$ cat src/cave_automaton_smoothing_pass_macros.svh
// ---------------------------------------------------------------------------
// Assertion macros for the cave smoothing pass
// Shared helpers for concurrent checks in the RTL.
// ---------------------------------------------------------------------------
`ifndef CAVE_AUTOMATON_SMOOTHING_PASS_MACROS_SVH
`define CAVE_AUTOMATON_SMOOTHING_PASS_MACROS_SVH

// Same-cycle implication, disabled while reset is asserted
`define CAVE_SM_ASSERT_IMP(label, clk, rst_n, ante, cons, msg) \
    label: assert property (@(posedge clk) disable iff (!rst_n) (ante) |-> (cons)) \
        else $error(msg);

// Next-cycle implication, disabled while reset is asserted
`define CAVE_SM_ASSERT_NXT(label, clk, rst_n, ante, cons, msg) \
    label: assert property (@(posedge clk) disable iff (!rst_n) (ante) |=> (cons)) \
        else $error(msg);

`endif

$ cat src/cave_sm_pkg.sv
// ---------------------------------------------------------------------------
// cave_sm_pkg
// Types and constants shared by the cave smoothing pass modules.
// ---------------------------------------------------------------------------
package cave_sm_pkg;

    // Geometry limits and register reset values
    localparam int MAX_WIDTH_DEF        = 128;
    localparam int SIZE_MIN             = 3;
    localparam int ROW_LENGTH_RESET     = 128;
    localparam int ROW_COUNT_RESET      = 64;
    localparam int WALL_THRESHOLD_RESET = 5;

    // Register field widths
    localparam int ROW_LENGTH_W = 8;
    localparam int ROW_COUNT_W  = 12;
    localparam int THRESH_W     = 4;
    localparam int CFG_DATA_W   = 12;
    localparam int CFG_INDEX_W  = 2;

    // Neighbors around one cell
    localparam int NEIGHBORS = 8;
    localparam int COUNT_W   = 4;

    // Tile codes
    typedef enum logic [1:0] {
        MAP_EMPTY = 2'd0,
        MAP_FLOOR = 2'd1,
        MAP_WALL  = 2'd2,
        MAP_WOOD  = 2'd3
    } tile_t;

    // Configuration register indexes
    typedef enum logic [CFG_INDEX_W-1:0] {
        CFG_ROW_LENGTH     = 2'd0,
        CFG_ROW_COUNT      = 2'd1,
        CFG_WALL_THRESHOLD = 2'd2,
        CFG_FORCE_BORDER   = 2'd3
    } cfg_index_t;

    // Control handed to the smoothing rule
    typedef struct packed {
        logic [THRESH_W-1:0] wall_threshold;
        logic                force_border;
        logic                border;
    } rule_ctl_t;

endpackage

$ cat src/cave_sm_in_if.sv
// ---------------------------------------------------------------------------
// cave_sm_in_if
// Tile stream channel: one tile or flush item per beat.
// ---------------------------------------------------------------------------
interface cave_sm_in_if;

    logic       valid;
    logic       ready;
    logic [1:0] tile_in;
    logic       flush;

    modport source (output valid, output tile_in, output flush, input ready);
    modport sink   (input valid, input tile_in, input flush, output ready);

endinterface

$ cat src/cave_sm_out_if.sv
// ---------------------------------------------------------------------------
// cave_sm_out_if
// Result channel: one smoothed tile per beat.
// ---------------------------------------------------------------------------
interface cave_sm_out_if;

    logic       valid;
    logic       ready;
    logic [1:0] tile_out;
    logic       frame_last;

    modport source (output valid, output tile_out, output frame_last, input ready);
    modport sink   (input valid, input tile_out, input frame_last, output ready);

endinterface

$ cat src/cave_sm_cell.sv
// ---------------------------------------------------------------------------
// cave_sm_cell
// One tile of the delay chain: takes its neighbor's tile or the entry tile.
// ---------------------------------------------------------------------------
module cave_sm_cell (
    input  logic       clk,
    input  logic       shift,
    input  logic       load_entry,
    input  logic [1:0] chain_d,
    input  logic [1:0] entry_d,
    output logic [1:0] q
);

    logic [1:0] q_reg;
    logic [1:0] q_next;

    // Pick the entry tile when this cell starts the active chain
    always_comb
    begin
        q_next = load_entry ? entry_d : chain_d;
    end

    // Advance on every shift beat
    always_ff @(posedge clk)
    begin
        if (shift)
        begin
            q_reg <= q_next;
        end
    end

    assign q = q_reg;

endmodule

$ cat src/cave_sm_line.sv
// ---------------------------------------------------------------------------
// cave_sm_line
// One map row of delay: two fixed head cells and a tail of variable length.
// ---------------------------------------------------------------------------
module cave_sm_line #(
    parameter int MAX_WIDTH = cave_sm_pkg::MAX_WIDTH_DEF,
    parameter int TAIL_N    = MAX_WIDTH - 2,
    parameter int IDX_W     = (TAIL_N > 1) ? $clog2(TAIL_N) : 1
) (
    input  logic             clk,
    input  logic             shift,
    input  logic [IDX_W-1:0] entry,
    input  logic [1:0]       head_d,
    output logic [1:0]       tap0,
    output logic [1:0]       tap1,
    output logic [1:0]       tail_q
);

    logic [1:0] head_q [2];
    logic [1:0] cell_q [TAIL_N];

    // Head cells: always in the chain
    cave_sm_cell u_head0 (
        .clk        (clk),
        .shift      (shift),
        .load_entry (1'b0),
        .chain_d    (head_d),
        .entry_d    (head_d),
        .q          (head_q[0])
    );

    cave_sm_cell u_head1 (
        .clk        (clk),
        .shift      (shift),
        .load_entry (1'b0),
        .chain_d    (head_q[0]),
        .entry_d    (head_q[0]),
        .q          (head_q[1])
    );

    // Tail cells: the one at the entry index takes the head tile,
    // so the tail is row length minus two cells long
    genvar j;
    for (j = 0; j < TAIL_N; j++)
    begin : g_tail
        if (j == 0)
        begin : g_first
            cave_sm_cell u_cell (
                .clk        (clk),
                .shift      (shift),
                .load_entry (entry == IDX_W'(j)),
                .chain_d    (head_q[1]),
                .entry_d    (head_q[1]),
                .q          (cell_q[j])
            );
        end
        else
        begin : g_rest
            cave_sm_cell u_cell (
                .clk        (clk),
                .shift      (shift),
                .load_entry (entry == IDX_W'(j)),
                .chain_d    (cell_q[j-1]),
                .entry_d    (head_q[1]),
                .q          (cell_q[j])
            );
        end
    end

    assign tap0   = head_q[0];
    assign tap1   = head_q[1];
    assign tail_q = cell_q[TAIL_N-1];

endmodule

$ cat src/cave_sm_rule.sv
// ---------------------------------------------------------------------------
// cave_sm_rule
// Smoothing rule: wall count against threshold, border pass-through or forced wall.
// ---------------------------------------------------------------------------
module cave_sm_rule (
    input  logic [cave_sm_pkg::NEIGHBORS-1:0][1:0] nbr,
    input  logic [1:0]                             center,
    input  cave_sm_pkg::rule_ctl_t                 ctl,
    output logic [1:0]                             tile
);

    import cave_sm_pkg::*;

    logic [COUNT_W-1:0] count;

    // Count wall neighbors
    always_comb
    begin
        count = '0;
        for (int k = 0; k < NEIGHBORS; k++)
        begin
            if (nbr[k] == MAP_WALL)
            begin
                count = count + COUNT_W'(1);
            end
        end
    end

    // Border keeps its tile or turns to wall; interior follows the count
    always_comb
    begin
        if (ctl.border)
        begin
            tile = ctl.force_border ? MAP_WALL : center;
        end
        else if (count >= ctl.wall_threshold)
        begin
            tile = MAP_WALL;
        end
        else
        begin
            tile = MAP_FLOOR;
        end
    end

endmodule

$ cat src/cave_automaton_smoothing_pass.sv
// ---------------------------------------------------------------------------
// cave_automaton_smoothing_pass
// One cellular-automaton smoothing pass over a raster-order tile stream.
// ---------------------------------------------------------------------------
// The block takes one tile per clock cycle and gives at most one result per
// tile, so a full frame streams at one item per cycle with no gaps. A result
// that the sink has not taken holds the input back until the sink takes it;
// with the sink ready every cycle the input never stalls. Tiles
// move through a chain of 2*row_length+2 two-bit cells that shifts on each
// accepted tile; the 3x3 window is read from fixed taps of that chain, so a
// result appears row_length+1 tiles after its own tile. Once the last tile
// of a frame is in, send row_length+1 further items (normally flush items)
// to drain the rest; each of them shifts the chain by one and yields one
// result. A flush item sent while tiles of the frame are still expected is
// dropped. Writing row_length or row_count restarts the frame; write
// registers only while the block is idle. No clearing pass follows reset.
// ---------------------------------------------------------------------------
`include "cave_automaton_smoothing_pass_macros.svh"

module cave_automaton_smoothing_pass #(
    parameter int MAX_WIDTH = cave_sm_pkg::MAX_WIDTH_DEF
) (
    input  logic                               clk,
    input  logic                               rst_n,
    cave_sm_in_if.sink                         items,
    cave_sm_out_if.source                      results,
    input  logic                               wr_en,
    input  logic [cave_sm_pkg::CFG_INDEX_W-1:0] wr_index,
    input  logic [cave_sm_pkg::CFG_DATA_W-1:0]  wr_data
);

    import cave_sm_pkg::*;

    localparam int COL_W   = $clog2(MAX_WIDTH);
    localparam int TAIL_N  = MAX_WIDTH - 2;
    localparam int IDX_W   = (TAIL_N > 1) ? $clog2(TAIL_N) : 1;
    localparam int W_RESET = (ROW_LENGTH_RESET > MAX_WIDTH) ? MAX_WIDTH : ROW_LENGTH_RESET;

    // Configuration; row length and row count are held as size minus one
    logic [COL_W-1:0]       wm1_reg, wm1_next;
    logic [ROW_COUNT_W-1:0] hm1_reg, hm1_next;
    logic [THRESH_W-1:0]    thr_reg, thr_next;
    logic                   force_reg, force_next;

    // Stream positions
    logic [COL_W-1:0]       in_col_reg, in_col_next;
    logic [ROW_COUNT_W-1:0] in_row_reg, in_row_next;
    logic [COL_W-1:0]       out_col_reg, out_col_next;
    logic [ROW_COUNT_W-1:0] out_row_reg, out_row_next;

    // Output stage
    logic       out_valid_reg, out_valid_next;
    logic [1:0] tile_out_reg;
    logic       last_reg;

    logic                    accept;
    logic                    full;
    logic                    store;
    logic                    shift;
    logic                    emit;
    logic                    restart_cfg;
    logic [COL_W-1:0]        col_inc;
    logic [ROW_COUNT_W-1:0]  row_inc;
    logic                    primed;
    logic                    frame_end;
    logic                    pos_zero;
    logic [ROW_LENGTH_W-1:0] wr_len;
    logic [ROW_COUNT_W-1:0]  wr_cnt;
    logic [COL_W-1:0]        entry_full;
    logic [IDX_W-1:0]        entry;
    logic [1:0]              a0, a1, a_tail, b0, b1, b_tail, c0, c1;
    logic [NEIGHBORS-1:0][1:0] nbr;
    rule_ctl_t               rule_ctl;
    logic [1:0]              rule_tile;

    // Handshake: a waiting result does not stop input while the sink takes it
    assign items.ready = !out_valid_reg || results.ready;
    assign accept      = items.valid && items.ready;
    assign full        = in_row_reg > hm1_reg;
    assign store       = accept && !full && !items.flush;
    assign shift       = store || (accept && full);

    // Input position after this tile
    always_comb
    begin
        if (in_col_reg == wm1_reg)
        begin
            col_inc = '0;
            row_inc = in_row_reg + ROW_COUNT_W'(1);
        end
        else
        begin
            col_inc = in_col_reg + COL_W'(1);
            row_inc = in_row_reg;
        end
    end

    // Result due once row_length+2 tiles of the frame are in
    assign primed    = (row_inc >= ROW_COUNT_W'(2))
                    || ((row_inc == ROW_COUNT_W'(1)) && (col_inc >= COL_W'(2)));
    assign emit      = (store && primed) || (accept && full);
    assign frame_end = (out_row_reg == hm1_reg) && (out_col_reg == wm1_reg);

    // Clamp sizes on register writes
    assign wr_len      = wr_data[ROW_LENGTH_W-1:0];
    assign wr_cnt      = wr_data[ROW_COUNT_W-1:0];
    assign restart_cfg = wr_en && ((wr_index == CFG_ROW_LENGTH) || (wr_index == CFG_ROW_COUNT));

    always_comb
    begin
        wm1_next   = wm1_reg;
        hm1_next   = hm1_reg;
        thr_next   = thr_reg;
        force_next = force_reg;
        if (wr_en)
        begin
            case (wr_index)
                CFG_ROW_LENGTH:
                begin
                    if (wr_len < ROW_LENGTH_W'(SIZE_MIN))
                    begin
                        wm1_next = COL_W'(SIZE_MIN - 1);
                    end
                    else if (int'(wr_len) > MAX_WIDTH)
                    begin
                        wm1_next = COL_W'(MAX_WIDTH - 1);
                    end
                    else
                    begin
                        wm1_next = COL_W'(wr_len - ROW_LENGTH_W'(1));
                    end
                end
                CFG_ROW_COUNT:
                begin
                    if (wr_cnt < ROW_COUNT_W'(SIZE_MIN))
                    begin
                        hm1_next = ROW_COUNT_W'(SIZE_MIN - 1);
                    end
                    else
                    begin
                        hm1_next = wr_cnt - ROW_COUNT_W'(1);
                    end
                end
                CFG_WALL_THRESHOLD: thr_next   = wr_data[THRESH_W-1:0];
                CFG_FORCE_BORDER:   force_next = wr_data[0];
                default:            thr_next   = thr_reg;
            endcase
        end
    end

    // Advance positions; restart on a size write or after the last cell
    always_comb
    begin
        in_col_next  = in_col_reg;
        in_row_next  = in_row_reg;
        out_col_next = out_col_reg;
        out_row_next = out_row_reg;
        if (restart_cfg || (emit && frame_end))
        begin
            in_col_next  = '0;
            in_row_next  = '0;
            out_col_next = '0;
            out_row_next = '0;
        end
        else
        begin
            if (store)
            begin
                in_col_next = col_inc;
                in_row_next = row_inc;
            end
            if (emit)
            begin
                if (out_col_reg == wm1_reg)
                begin
                    out_col_next = '0;
                    out_row_next = out_row_reg + ROW_COUNT_W'(1);
                end
                else
                begin
                    out_col_next = out_col_reg + COL_W'(1);
                end
            end
        end
    end

    // Hold the result until the sink takes it
    always_comb
    begin
        if (emit)
        begin
            out_valid_next = 1'b1;
        end
        else if (results.ready)
        begin
            out_valid_next = 1'b0;
        end
        else
        begin
            out_valid_next = out_valid_reg;
        end
    end

    always_ff @(posedge clk or negedge rst_n)
    begin
        if (!rst_n)
        begin
            wm1_reg       <= COL_W'(W_RESET - 1);
            hm1_reg       <= ROW_COUNT_W'(ROW_COUNT_RESET - 1);
            thr_reg       <= THRESH_W'(WALL_THRESHOLD_RESET);
            force_reg     <= 1'b0;
            in_col_reg    <= '0;
            in_row_reg    <= '0;
            out_col_reg   <= '0;
            out_row_reg   <= '0;
            out_valid_reg <= 1'b0;
        end
        else
        begin
            wm1_reg       <= wm1_next;
            hm1_reg       <= hm1_next;
            thr_reg       <= thr_next;
            force_reg     <= force_next;
            in_col_reg    <= in_col_next;
            in_row_reg    <= in_row_next;
            out_col_reg   <= out_col_next;
            out_row_reg   <= out_row_next;
            out_valid_reg <= out_valid_next;
        end
    end

    // Result payload
    always_ff @(posedge clk)
    begin
        if (emit)
        begin
            tile_out_reg <= rule_tile;
            last_reg     <= frame_end;
        end
    end

    assign results.valid      = out_valid_reg;
    assign results.tile_out   = tile_out_reg;
    assign results.frame_last = last_reg;

    // Tail entry point sets the row delay to row_length
    assign entry_full = COL_W'(MAX_WIDTH - 1) - wm1_reg;
    assign entry      = entry_full[IDX_W-1:0];

    // Cell chain: newest row, middle row, then the two oldest cells
    cave_sm_line #(
        .MAX_WIDTH (MAX_WIDTH),
        .TAIL_N    (TAIL_N),
        .IDX_W     (IDX_W)
    ) u_line_a (
        .clk    (clk),
        .shift  (shift),
        .entry  (entry),
        .head_d (items.tile_in),
        .tap0   (a0),
        .tap1   (a1),
        .tail_q (a_tail)
    );

    cave_sm_line #(
        .MAX_WIDTH (MAX_WIDTH),
        .TAIL_N    (TAIL_N),
        .IDX_W     (IDX_W)
    ) u_line_b (
        .clk    (clk),
        .shift  (shift),
        .entry  (entry),
        .head_d (a_tail),
        .tap0   (b0),
        .tap1   (b1),
        .tail_q (b_tail)
    );

    cave_sm_cell u_top0 (
        .clk        (clk),
        .shift      (shift),
        .load_entry (1'b0),
        .chain_d    (b_tail),
        .entry_d    (b_tail),
        .q          (c0)
    );

    cave_sm_cell u_top1 (
        .clk        (clk),
        .shift      (shift),
        .load_entry (1'b0),
        .chain_d    (c0),
        .entry_d    (c0),
        .q          (c1)
    );

    // Window as it stands once this beat's tile is in
    assign nbr[0] = items.tile_in;
    assign nbr[1] = a0;
    assign nbr[2] = a1;
    assign nbr[3] = a_tail;
    assign nbr[4] = b1;
    assign nbr[5] = b_tail;
    assign nbr[6] = c0;
    assign nbr[7] = c1;

    assign rule_ctl.wall_threshold = thr_reg;
    assign rule_ctl.force_border   = force_reg;
    assign rule_ctl.border         = (out_row_reg == '0) || (out_col_reg == '0)
                                  || (out_row_reg == hm1_reg) || (out_col_reg == wm1_reg);

    cave_sm_rule u_rule (
        .nbr    (nbr),
        .center (b0),
        .ctl    (rule_ctl),
        .tile   (rule_tile)
    );

    // All positions back at the frame start
    assign pos_zero = (in_row_reg == '0) && (in_col_reg == '0)
                   && (out_row_reg == '0) && (out_col_reg == '0);

    // Positions stay inside the frame
    `CAVE_SM_ASSERT_IMP(a_in_col_range, clk, rst_n, 1'b1, in_col_reg <= wm1_reg, "column past end")
    `CAVE_SM_ASSERT_IMP(a_out_row_range, clk, rst_n, 1'b1, out_row_reg <= hm1_reg, "row past end")
    // The last cell comes out only after the whole frame went in
    `CAVE_SM_ASSERT_IMP(a_last_after_full, clk, rst_n, emit && frame_end, full, "early frame end")
    // The last cell returns every position to the start
    `CAVE_SM_ASSERT_NXT(a_restart, clk, rst_n, emit && frame_end, pos_zero, "positions not cleared")

endmodule

$ cat src/flat_wrapper.sv
// flat-port wrapper written by rule: the top's interface ports become plain ports
module cave_automaton_smoothing_pass_flat import cave_sm_pkg::*;
#(
    parameter int MAX_WIDTH = cave_sm_pkg::MAX_WIDTH_DEF
)
  (clk, rst_n, wr_en, wr_index, wr_data, items_valid, items_tile_in, items_flush, items_ready, results_valid, results_tile_out, results_frame_last, results_ready);
  cave_sm_in_if items_i ();
  cave_sm_out_if results_i ();
  input  logic clk;
  input  logic rst_n;
  input  logic wr_en;
  input  logic [cave_sm_pkg::CFG_INDEX_W-1:0] wr_index;
  input  logic [cave_sm_pkg::CFG_DATA_W-1:0] wr_data;
  input wire logic [$bits(items_i.valid)-1:0] items_valid;
  input wire logic [$bits(items_i.tile_in)-1:0] items_tile_in;
  input wire logic [$bits(items_i.flush)-1:0] items_flush;
  output wire logic [$bits(items_i.ready)-1:0] items_ready;
  output wire logic [$bits(results_i.valid)-1:0] results_valid;
  output wire logic [$bits(results_i.tile_out)-1:0] results_tile_out;
  output wire logic [$bits(results_i.frame_last)-1:0] results_frame_last;
  input wire logic [$bits(results_i.ready)-1:0] results_ready;
  assign items_i.valid = items_valid;
  assign items_i.tile_in = items_tile_in;
  assign items_i.flush = items_flush;
  assign items_ready = items_i.ready;
  assign results_valid = results_i.valid;
  assign results_tile_out = results_i.tile_out;
  assign results_frame_last = results_i.frame_last;
  assign results_i.ready = results_ready;
  cave_automaton_smoothing_pass #(.MAX_WIDTH(MAX_WIDTH)) u_core (.clk(clk), .rst_n(rst_n), .items(items_i), .results(results_i), .wr_en(wr_en), .wr_index(wr_index), .wr_data(wr_data));
endmodule
$ cat config.mk
export PLATFORM = sky130hd
export DESIGN_NAME = cave_automaton_smoothing_pass_flat
export DESIGN_NICKNAME = d
export VERILOG_FILES = /design/src/cave_sm_pkg.sv /design/src/cave_sm_in_if.sv /design/src/cave_sm_out_if.sv /design/src/cave_sm_cell.sv /design/src/cave_sm_line.sv /design/src/cave_sm_rule.sv /design/src/cave_automaton_smoothing_pass.sv /design/src/flat_wrapper.sv
export VERILOG_INCLUDE_DIRS = /design/src /design/src/src
export SDC_FILE = /design/constraint.sdc
export NUM_CORES = 1
export LEC_CHECK = 0
export CAP_MARGIN = 20
export CORE_UTILIZATION = 41
export DETAILED_ROUTE_END_ITERATION = 10
export DONT_BUFFER_PORTS = 1
export GPL_ROUTABILITY_DRIVEN = 0
export HOLD_SLACK_MARGIN = 0.08
export PLACE_DENSITY = 0.56
export SYNTH_ARGS = -nofsm -noshare
export SYNTH_HDL_FRONTEND = slang
export SYNTH_SLANG_ARGS = --single-unit
$ cat constraint.sdc
create_clock -name clk -period 11.5 [get_ports clk]
set_clock_uncertainty 0.15 [all_clocks]
set_input_delay 1.725 -clock clk [delete_from_list [all_inputs] [get_ports clk]]
set_output_delay 1.725 -clock clk [all_outputs]
set_load 0.01 [all_outputs]
==> results of run 1 <==
==> power breakdown <==
| group | internal (mW) | switching, mW |
|---|---|---|
| sequential | 2.44 | 0.0786 |
| combinational | 0.165 | 0.236 |
| clock | 1.11 | 0.828 |
| total | 3.72 | 1.14 |
==> critical path, delay by kind of cell <==
family | cells | cell delay [ns]
and+or+nand+nor | 3 | 0.46
AOI/OAI and AO/OA | 5 | 0.86
muxes | 2 | 0.56
adders and majority gates | 5 | 1.55
xor gates and xnor gates | 2 | 0.75
buffers and inverters | 1 | 0.08
==> routing by layer <==
metal	GRT usage	vias to the layer above	part of all wire
met2	0.268	298	0.47
met3	0.0260	94	0.045
li1	-	6870	-
met1	0.224	7569	0.46
met4	0.0552	0	0.025
met5	0	-	0
==> layout make-up <==
class                      count  area [µm²]
tap                          855        1070
inverter                      35         135
clock buffer                  77        1590
clock inverter                35         353
timing repair buffer          20         183
sequential                   582       17200
multi-input combinational   1121        9420
fill                        5698       35000
antenna                        1        2.50
==> per-stage QoR <==
step | instance area (µm²) | setup slack [ns] | util | cells
floorplan | 27100 | 0.911 | - | 1838
global placement | 28000 | 5.13 | 0.431 | 2612
detailed placement | 28000 | 5.09 | 0.431 | 2612
global route | 29900 | 5.48 | 0.461 | 2726
CTS | 29900 | 5.74 | 0.460 | 2724
finish | 29900 | 5.72 | 0.461 | 2726
==> cells by family (layout without fill, tap and decap cells) <==
family | count (synthesis) | count (layout) | share of synthesized area
other | 0 | 1 | 0
muxes | 509 | 509 | 0.211
buffers and inverters | 135 | 167 | 0.0208
xor gates and xnor gates | 70 | 70 | 0.0234
AOI/OAI and AO/OA | 112 | 112 | 0.0255
adders and majority gates | 31 | 31 | 0.0143
DFF | 582 | 582 | 0.634
and+or+nand+nor | 399 | 399 | 0.0706
==> final timing paths <==
kind | slack [ns] | from | end
max | 5.72 | items_tile_in[1] | u_core.results.tile_out[1]
min | 0.29 | u_core.u_line_a.u_head0.q[1] | u_core.u_line_a.u_head1.q[1]
max reg2reg | 6.04 | u_core.u_line_a.u_head1.q[1] | u_core.results.tile_out[1]
min reg2reg | 0.29 | u_core.u_line_a.u_head0.q[1] | u_core.u_line_a.u_head1.q[1]
max in group asynchronous | 10.34 | rst_n | u_core.wm1_reg[3]
min in group asynchronous | 0.65 | rst_n | u_core.in_col_reg[5]
==> synth_stat cells (25+ instances only) <==
cell and number:
edfxtp_1 519, nor2_1 94, ha_1 31, mux2_2 505
a21oi_1 32, dfrtp_1 48, inv_1 34, xnor2_1 43
clkbuf_1 85, o21ai_0 30, nand2_1 145, xor2_1 25
==> metrics, run 1 <==
status complete, no violations; CP max-delay cell xnor3_1; initial core utilization 0.417; sequential share of the synthesized area 0.634; Power per Cell Area 162 mW/mm²; WL/cell 20.2 µm; ys async rst share 0.108; hold buffers post-CTS 0; layout cells sized above 1 0.348; Worst Hold Depth 0; GRT overflow 0; TNS Setup 0 ns; Post-DP HPWL 32100 µm; Synth area leaders edfxtp_1, mux2_2, dfrtp_1; commonest non-fill, non-tap cells in the layout edfxtp_1, mux2_2, nand2_1; first drt pass iteration count 6; CTS sink count 582; Core Region 0.0649 mm²; first-pass GRT wire length 86600 µm; ANT nets after route 0; EDFF count, synth 519; overall power 4.86 mW; worst slew pin tran 1.13 ns; RSZ-0062 raised after global routing no; CP Cell Sequence nor2b_1 > ha_1 > xnor3_1 > inv_2 > ha_1 > xor2_1 > nor3_1 > a211oi_1 > ha_1 > mux2_2 > ha_1 > mux2_2 > ha_1 > a21o_1 > a21o_1 > a21oi_1 > nand2_1 > o31a_1; required time of the critical path 11.73 ns; clock latency on the worst-skew pair 0.65 ns; die height 259 µm; number of global-route vias before repair 14998; R2R cell count 18; Vias/cell 5.44; io pins 27; initial DRC count 1067; CP arrival 6.01 ns; overall global routing resource usage 0.165; Most common cell on crit path ha_1; hold slack 0.288 ns; Die X 259 µm; post-CTS sizing 0; Tcrit/Tclk final 0.503; fin nets 1874; antenna violations before repair 2; Worst Setup End Kind flop; cell accounting for the most synthesized area edfxtp_1; count of different cell masters after synthesis 62; most common cell after layout, fill and taps aside edfxtp_1; post-CTS setup buffers 0; H-Tree Depth 2; CTS Buf Count 61; clk slew on worst S/H paths 0.06 ns; P_leak 10.2 nW; CTS tree built; area of the die 0.0671 mm²; drc violations 0; mean post-synth cell area 14.7 µm²; maximum operating frequency 173 MHz; Max Slew Vio Count 0; Post-Synthesis Cell Area 0.0271 mm²; Area Overhead vs Synth 10.4%; Max Root-Sink Buffers 3; maxcap violations 0; VDD IR max 119 µV; Worst Setup Start Kind primary input; Slew Limit Headroom 0.246; Syn Nets 1891; number of synthesized register bits 582; CP Class primary input to flop; Max FO, Critical Path 7; row count 93; input/output buffers 0; Synth warnings 0; Syn Inst Count 1838; Vias 14831; top cell type's share of synthesized area 0.575; Fin. Hold Viols 0; CTS root buffer clkbuf_16; fin crit period 5.78 ns; Max stage delay on crit path 0.59 ns; Hold Crit Class flop to flop; prevailing post-synth register cell edfxtp_1; Final setup viols 0; largest net degree at the start of global routing 201; final wirelength 55000 µm
No activity file was read; power rests on OpenSTA's default activity.
==> run 2, diff against run 1 <==
--- a/config.mk
+++ b/config.mk
@@ -6,6 +6,7 @@
 export SDC_FILE = /design/constraint.sdc
 export NUM_CORES = 1
 export LEC_CHECK = 0
+export ABC_AREA = 1
 export CAP_MARGIN = 20
 export CORE_UTILIZATION = 41
 export DETAILED_ROUTE_END_ITERATION = 10
==> constraint.sdc (replaced) <==
create_clock -name clk -period 5.15 [get_ports clk]
set_clock_uncertainty 0.15 [all_clocks]
set_input_delay 0.7725 -clock clk [delete_from_list [all_inputs] [get_ports clk]]
set_output_delay 0.7725 -clock clk [all_outputs]
set_load 0.01 [all_outputs]
==> run 2 against run 1 <==
  * Count of clock-buffer cells in the layout down 5
  * Highest routed layer unchanged
  * Combinational power rose to 3.7 times the previous value
  * Setup slack worse by 5.3 ns
  * Critical path depth up 10
  * Sequential cell count unchanged
  * Critical endpoint unchanged
  * Utilization up 0.32 points
  * Global-route usage up 2.2 points
  * Routed wire length up 8.2%
  * First-iteration DRC count up 43%
==> metrics, run 2 <==
first-pass GRT wire length 95000 µm (+9.7%); Post-DP HPWL 34400 µm (+7.4%); Worst Setup Start Kind flop; TNS Setup 0 ns (unchanged); clk slew on worst S/H paths 0.06 ns (about the same); placed insts 3344 (+28%); CTS root buffer clkbuf_16; input/output buffers 0 (unchanged); Area after DPL 0.0272 mm² (-2.7%); number of synthesized register bits 582 (unchanged); final wirelength 59600 µm (+8.2%); Hold Crit Class primary input to flop; ANT nets after route 0 (unchanged); io pins 27 (unchanged); overall power 11.9 mW (+150%); overall global routing resource usage 0.187 (+0.0219); # fillers 5978 (+4.9%); most common cell after layout, fill and taps aside nand2_1; mean post-synth cell area 10.2 µm² (-31%); Final setup viols 0 (unchanged); drc violations 0 (unchanged); Slew Limit Headroom 0.238 (-0.00763); count of different cell masters after synthesis 44 (-29%); Max stage delay on crit path 0.41 ns (-0.18 ns); cell accounting for the most synthesized area edfxtp_1; RSZ-0062 raised after global routing no; top cell type's share of synthesized area 0.596 (+0.0211); row count 92 (-1.1%); Most common cell on crit path nand2_1; Vias/cell 5.24 (-3.8%); CTS tree built; maxcap violations 0 (unchanged); Synth warnings 0 (unchanged); Synth area leaders edfxtp_1, nand2_1, o21ai_0; maximum operating frequency 211 MHz; Die X 255 µm (-1.8%); layout cells sized above 1 0.0660 (-0.282); P_leak 11.6 nW (+14%); initial DRC count 1524 (+43%); sequential share of the synthesized area 0.657 (+0.0233); critical path's top delay family simple AND/OR/NAND/NOR gates; CTS sink count 582 (unchanged); fin crit period 4.74 ns; fin nets 2623 (+40%); status complete, no violations; commonest non-fill, non-tap cells in the layout nand2_1, o21ai_0, edfxtp_1; final cell count without fillers 3468 (+27%); clock latency on the worst-skew pair 0.64 ns (about the same); Vias 18158 (+22%); Max Root-Sink Buffers 3 (unchanged); first drt pass iteration count 5 (-1); Post-Synthesis Cell Area 0.0261 mm² (-3.5%); ys async rst share 0.108 (unchanged); prevailing post-synth register cell edfxtp_1; Power per Cell Area 407 mW/mm² (+150%); CTS Buf Count 61 (unchanged); largest net degree at the start of global routing 125 (-38%); crit path buf inv count 5 (+4); GRT overflow 0 (unchanged); worst slew pin tran 1.14 ns (+0.00724 ns); diodes inserted 0 (-1); Fin. Hold Viols 0 (unchanged); count leader, synth nand2_1; Worst Setup End Kind flop; Syn Nets 2606 (+38%); slack of the critical path 0.413 ns (-5.31 ns); CP max-delay cell edfxtp_1; CP arrival 4.96 ns (-1.05 ns); initial core utilization 0.414 (-0.00298); antenna violations before repair 2 (unchanged); Tcrit/Tclk final 0.920; final core occ 0.464 (+0.00324); area of the die 0.0648 mm² (-3.5%); Syn Inst Count 2553 (+39%); CP Class flop to flop; required time of the critical path 5.37 ns (-6.36 ns); Area Overhead vs Synth 12.0%; Core Region 0.0631 mm² (-2.8%); EDFF count, synth 519 (unchanged); DP Worst Slack -0.0560 ns (-5.14 ns); flop2flop setup slack 0.41 ns (-5.63 ns); H-Tree Depth 2 (unchanged); hold slack 0.164 ns (-0.124 ns); number of global-route vias before repair 17307 (+15%); WL/cell 17.2 µm (-15%); Max FO, Critical Path 4 (-3); VDD IR max 298 µV (+150%); final instance area 0.0293 mm² (-2.2%); die height 255 µm (-1.8%); top cells by count, synth nand2_1, o21ai_0, edfxtp_1; Max Slew Vio Count 0 (unchanged)
==> run 2: routing by layer <==
metal  global-route usage  vias to the layer above  wire length, µm
li1                     -                     8895                -
met2                0.294                      407            26700
met1                0.266                     8762            28500
met4               0.0582                        0             1460
met5                    0                        -                0
met3               0.0282                       94             2930
==> run 2: cell type report <==
class                           instances  area, µm²  area share
Clock buffer                           72       1600      0.0546
Clock inverter                         43        378      0.0129
Inverter                              138        524      0.0179
Multi-Input combinational cell       1752       8180       0.279
Sequential cell                       582      17200       0.587
Tap cell                              846       1060      0.0361
Timing Repair Buffer                   35        368      0.0126
==> run 2: logic make-up (layout without fill, tap and decap cells) <==
group,Yosys count,count (layout),synth area share
AO/OA/AOI/OAI,585,585,0.114
XOR/XNOR,46,46,0.0154
adder cells (fa/ha/maj),31,31,0.0148
buffers and inverters,219,288,0.0330
flip-flops,582,582,0.657
AND/OR/NAND/NOR,1090,1090,0.165
==> run 2: power breakdown <==
| group | switching [mW] | total, mW | internal [mW] |
|---|---|---|---|
| logic | 1.04 | 1.49 | 0.447 |
| registers | 0.246 | 6.06 | 5.81 |
| clock network | 1.87 | 4.38 | 2.51 |
==> run 2: worst paths after layout <==
kind,from,endpoint,cells after the start
max in group asynchronous,rst_n,u_core.wm1_reg[4],2
hold reg to reg,u_core.u_line_a.u_head0.q[1],u_core.u_line_a.u_head1.q[1],0
setup reg to reg,u_core.u_line_a.u_head0.q[0],u_core.results.tile_out[1],28
setup / recovery,u_core.u_line_a.u_head0.q[0],u_core.results.tile_out[1],28
hold / removal,wr_data[2],u_core.thr_reg[2],2
min in group asynchronous,rst_n,u_core.hm1_reg[10],2
==> run 2: what timing repair did <==
action                                  in CTS  in global routing
hold buffers                                 5                  0
endpoints found under the hold margin       66                  0
buffers inserted                             0                  1
gates resized for setup                      0                  1
endpoints found under the setup margin       0                  2
==> run 2: worst register-to-register path, delay by kind of cell, from the launching register on <==
kind,cells,cell delay [ns]
buffers and inverters,5,0.33
DFF,1,0.41
AOI/OAI and AO/OA,5,0.52
adders and majority gates,5,1.41
and+or+nand+nor,13,1.65
